$ cat src/rtl/pfr_pkg.sv
`default_nettype none

package pfr_pkg;

  // Default geometry
  localparam int unsigned DEF_CHUNK_SIZE      = 256;
  localparam int unsigned DEF_FRAME_MEM_BYTES = 65536;

  // Fixed field widths
  localparam int unsigned BLOCK_W   = 16;
  localparam int unsigned PIX_W     = 12;
  localparam int unsigned CHIDX_W   = 16;
  localparam int unsigned POS_W     = 8;
  localparam int unsigned BYTE_W    = 8;
  localparam int unsigned EXP_W     = 16;
  localparam int unsigned RADDR_W   = 16;
  localparam int unsigned RECV_W    = 9;

  // Frame size arithmetic: width * height, times up to three bytes per pixel
  localparam int unsigned PROD_W    = 2 * PIX_W;
  localparam int unsigned SIZE_W    = PROD_W + 2;
  localparam int unsigned BPP_RGB   = 3;

  // Stream widths
  localparam int unsigned IN_DATA_W  = 112;
  localparam int unsigned IN_USER_W  = 2;
  localparam int unsigned OUT_DATA_W = 80;
  localparam int unsigned OUT_USER_W = 1;

  // Output queue
  localparam int unsigned OUT_Q_DEPTH = 3;
  localparam int unsigned OUT_Q_CNT_W = 2;

  typedef enum logic [1:0] {
    CMD_LEADER  = 2'd0,
    CMD_PAYLOAD = 2'd1,
    CMD_TRAILER = 2'd2,
    CMD_READ    = 2'd3
  } cmd_e;

  typedef enum logic {
    KIND_REPORT = 1'b0,
    KIND_READ   = 1'b1
  } kind_e;

  typedef struct packed {
    kind_e                  kind;
    logic                   complete;
    logic [BLOCK_W-1:0]     block;
    logic [PIX_W-1:0]       width;
    logic [PIX_W-1:0]       height;
    logic                   format;
    logic [EXP_W-1:0]       expected;
    logic [RECV_W-1:0]      received;
    logic [BYTE_W-1:0]      read_byte;
  } res_t;

endpackage

`default_nettype wire

$ cat src/rtl/pfr_out_fifo.sv
`default_nettype none

module pfr_out_fifo (
  input  wire                              clk_i,
  input  wire                              rst_ni,
  input  wire                              push_i,
  input  pfr_pkg::res_t                    push_data_i,
  output logic                             valid_o,
  input  wire                              ready_i,
  output pfr_pkg::res_t                    data_o,
  output logic [pfr_pkg::OUT_Q_CNT_W-1:0]  count_o
);

  import pfr_pkg::*;

  res_t                   slot_q [OUT_Q_DEPTH];
  logic [OUT_Q_CNT_W-1:0] wr_ptr_q, wr_ptr_d;
  logic [OUT_Q_CNT_W-1:0] rd_ptr_q, rd_ptr_d;
  logic [OUT_Q_CNT_W-1:0] cnt_q, cnt_d;
  logic                   pop;

  function automatic logic [OUT_Q_CNT_W-1:0] ptr_inc(input logic [OUT_Q_CNT_W-1:0] p);
    if (p == OUT_Q_CNT_W'(OUT_Q_DEPTH - 1)) begin
      return '0;
    end
    return p + OUT_Q_CNT_W'(1);
  endfunction

  assign pop     = valid_o && ready_i;
  assign valid_o = (cnt_q != '0);
  assign data_o  = slot_q[rd_ptr_q];
  assign count_o = cnt_q;

  always_comb begin
    wr_ptr_d = push_i ? ptr_inc(wr_ptr_q) : wr_ptr_q;
    rd_ptr_d = pop ? ptr_inc(rd_ptr_q) : rd_ptr_q;
    cnt_d    = cnt_q;
    if (push_i && !pop) begin
      cnt_d = cnt_q + OUT_Q_CNT_W'(1);
    end else if (!push_i && pop) begin
      cnt_d = cnt_q - OUT_Q_CNT_W'(1);
    end
  end

  always_ff @(posedge clk_i or negedge rst_ni) begin
    if (!rst_ni) begin
      wr_ptr_q <= '0;
      rd_ptr_q <= '0;
      cnt_q    <= '0;
    end else begin
      wr_ptr_q <= wr_ptr_d;
      rd_ptr_q <= rd_ptr_d;
      cnt_q    <= cnt_d;
    end
  end

  // payload slots, no reset
  always_ff @(posedge clk_i) begin
    if (push_i) begin
      slot_q[wr_ptr_q] <= push_data_i;
    end
  end

endmodule

`default_nettype wire

$ cat config.mk
export PLATFORM = sky130hd
export DESIGN_NAME = pfr_out_fifo
export DESIGN_NICKNAME = d
export VERILOG_FILES = /design/src/rtl/pfr_pkg.sv /design/src/rtl/pfr_out_fifo.sv
export SDC_FILE = /design/constraint.sdc
export NUM_CORES = 1
export LEC_CHECK = 0
export ABC_AREA = 1
export BUFFER_PORTS_ARGS = -buffer_cell sky130_fd_sc_hd__buf_2
export CAP_MARGIN = 20
export CORE_MARGIN = 5
export CORE_UTILIZATION = 54
export DETAILED_ROUTE_END_ITERATION = 6
export PLACE_DENSITY = 0.89
export SLEW_MARGIN = 20
export SYNTH_ARGS = -nofsm -noshare
export SYNTH_HDL_FRONTEND = slang
export SYNTH_SLANG_ARGS = --single-unit
$ cat constraint.sdc
create_clock -name clk_i -period 4.7 [get_ports clk_i]
set_clock_uncertainty 0.2 [all_clocks]
set_input_delay 0.47 -clock clk_i [delete_from_list [all_inputs] [get_ports clk_i]]
set_output_delay 0.47 -clock clk_i [all_outputs]
set_load 0.05 [all_outputs]
==> run metrics <==
antenna cell count 0; Routed Antenna Nets 0; synthesized flop and latch total 234; initial antenna violation count 0; crit path time final 3200 ps; Setup TNS 0 ps; Final Hold Fails 0; Core ar. 15700 sq um; worst-margin pin slew 981 ps; Setup crit start kind flop; post_cts resized 0; Placed Instance Area 9570 sq um; leakage power 0.00431 uW; vias in the first global route 5759; Max Cap Violations 0; status finished clean; die footprint 18400 sq um; crit path kind flop to output port; RSZ-0062 raised after global routing no; Cell Rows 46; fmax 0.312 GHz; largest net degree at the start of global routing 77; final non-filler cell total 1069; I/O Buffers 158; H-tree level count 1; Seq pwr share 0.338; die span in x 136 microns; crit-path max cell delay 780 ps; Comb pwr share 0.447; clock sinks 234; hold-fix buffers at CTS 77; final-report max-slew violation count 0; Power Internal 4490 uW; Skew-Pair Late Insertion Delay 490 ps; total number of vias 5494; Net Switching 3740 uW; CTS Buffer Depth 3; Post-Syn Area 8520 sq um; WHS 36.3 ps; placed cells 952; Net Count, Synth 677; clk slew on worst S/H paths 60 ps; Arr. time, crit path 2530 ps; CP Max Fanout 40; HPWL Detailed 10.5 mm; Sw Share 0.455; CP endpoint kind output port; crit-path cells nor2_4 > buf_12 > nand2_1 > nand3_1 > buf_2; final worst path period share 0.682; HP Class input port to flop; design area 11100 sq um; maximum vdd drop 0.000537 V; most frequent cells in the layout nand2_1, edfxtp_1, buf_2; total grt overflow 0; Pwr per Cell Area 743 nW/um^2; post-synth cell types 16; drt pass-1 iters 5; Num CTS Buffers 22; Setup violations, final 0; via/cell ratio 5.14; Mapped Cells 596; most common library cell in the layout ignoring fill and taps nand2_1; Yosys warnings 0; Post-CTS Setup Bufs 0; CTS tree done; number of DRC markers in iteration 0 367; Final Util 0.707; max-slew headroom at the worst pin 0.345; Worst EP required 4030 ps; routed len/inst 17.6 microns; synthesized area per cell 14.3 sq um; GRT Total Usage 0.204; CP max stage cell nor2_4; Initial Util 0.544; FF-to-FF setup slack 2380 ps; first-pass GRT wire length 29.7 mm; I/O pin cnt 159; # DRC 0; Die Ht 136 microns; layout cells sized above 1 0.242; Synth-to-Final Area Change 29.9%; Seq/Total Area, Yosys 0.821; fin nets 918; Routed WL 18.9 mm; clk root buf clkbuf_16; RePlAce Congestion 0.766; Clock Power Share 0.215
==> critical path: cells and delay by family (launching register included) <==
family	cells	cell delay, ps
simple gates	3	1010
flops	1	420
buf+inv	2	570
==> cell usage after synthesis <==
| master | instances | area (sq um) |
|---|---|---|
| xnor2_1 | 1 | 8.76 |
| nor2_2 | 1 | 6.26 |
| buf_2 | 9 | 45.0 |
| inv_1 | 8 | 30.0 |
| dfrtp_1 | 6 | 150 |
| edfxtp_1 | 228 | 6850 |
| inv_2 | 1 | 3.75 |
| nor2_1 | 1 | 3.75 |
| o21ai_0 | 2 | 10.0 |
| clkbuf_1 | 9 | 33.8 |
| buf_4 | 7 | 52.6 |
| nand4_1 | 1 | 6.26 |
| nand2_1 | 239 | 897 |
| nand3_1 | 81 | 405 |
| nor2_4 | 1 | 11.3 |
| ha_1 | 1 | 12.5 |
==> through the flow <==
step,setup slack (ps),power (uW)
after global placement,2040,6400
after global routing,1370,8610
after CTS,1490,8270
after detailed placement,2000,6470
after floorplan,272,5550
final,1500,8230
==> logic make-up (layout without fill, tap and decap cells) <==
kind of cell / after synthesis / count (layout) / synth area share
buf+inv: 34 / 291 / 0.0194
xor+xnor: 1 / 1 / 0.00103
fa+ha+maj: 1 / 1 / 0.00147
simple gates: 324 / 324 / 0.156
compound gates: 2 / 2 / 0.00117
flops: 234 / 234 / 0.821
==> path summary, 6_finish.rpt <==
check / to / start / cells past startpoint
setup / recovery: data_o[30] / rd_ptr_q[0] / 5
hold / removal: wr_ptr_q[1] / push_i / 2
setup reg to reg: slot_q[0][39] / wr_ptr_q[0] / 4
hold reg to reg: count_o[1] / count_o[1] / 2
max in group asynchronous: rd_ptr_q[1] / rst_ni / 2
min in group asynchronous: count_o[1] / rst_ni / 2
==> cell type report <==
| cell class | count | area [sq um] |
|---|---|---|
| Sequential cell | 234 | 7000 |
| Fill cell | 985 | 4580 |
| Timing Repair Buffer | 242 | 1660 |
| Multi-Input combinational cell | 328 | 1370 |
| Clock buffer | 31 | 636 |
| Tap cell | 216 | 270 |
| Clock inverter | 9 | 96.3 |
| Inverter | 9 | 36.3 |
==> sequential cells by signal, summed over array words and instances, names as in the netlist <==
signal / cells
slot_q: 228
count_o: 2
rd_ptr_q: 2
wr_ptr_q: 2
==> layer usage <==
metal  GRT usage  share of wire  vias to the layer above
met1       0.254           0.39                     2676
met2       0.375           0.53                      213
met4      0.0470          0.013                        0
li1            -              -                     2578
met3      0.0353          0.070                       27
met5           0              0                        -
==> power by group through the flow <==
stage / Sequential [uW] / Clock (uW) / Combinational [uW]
3_5_place_dp: 2820 / 0 / 3650
2_1_floorplan: 2840 / 0 / 2710
4_1_cts: 2780 / 1790 / 3700
3_3_place_gp: 2810 / 0 / 3590
6_report: 2780 / 1770 / 3680
5_1_grt: 2810 / 1900 / 3900
Note: power is estimated with default switching activity, not from simulation.
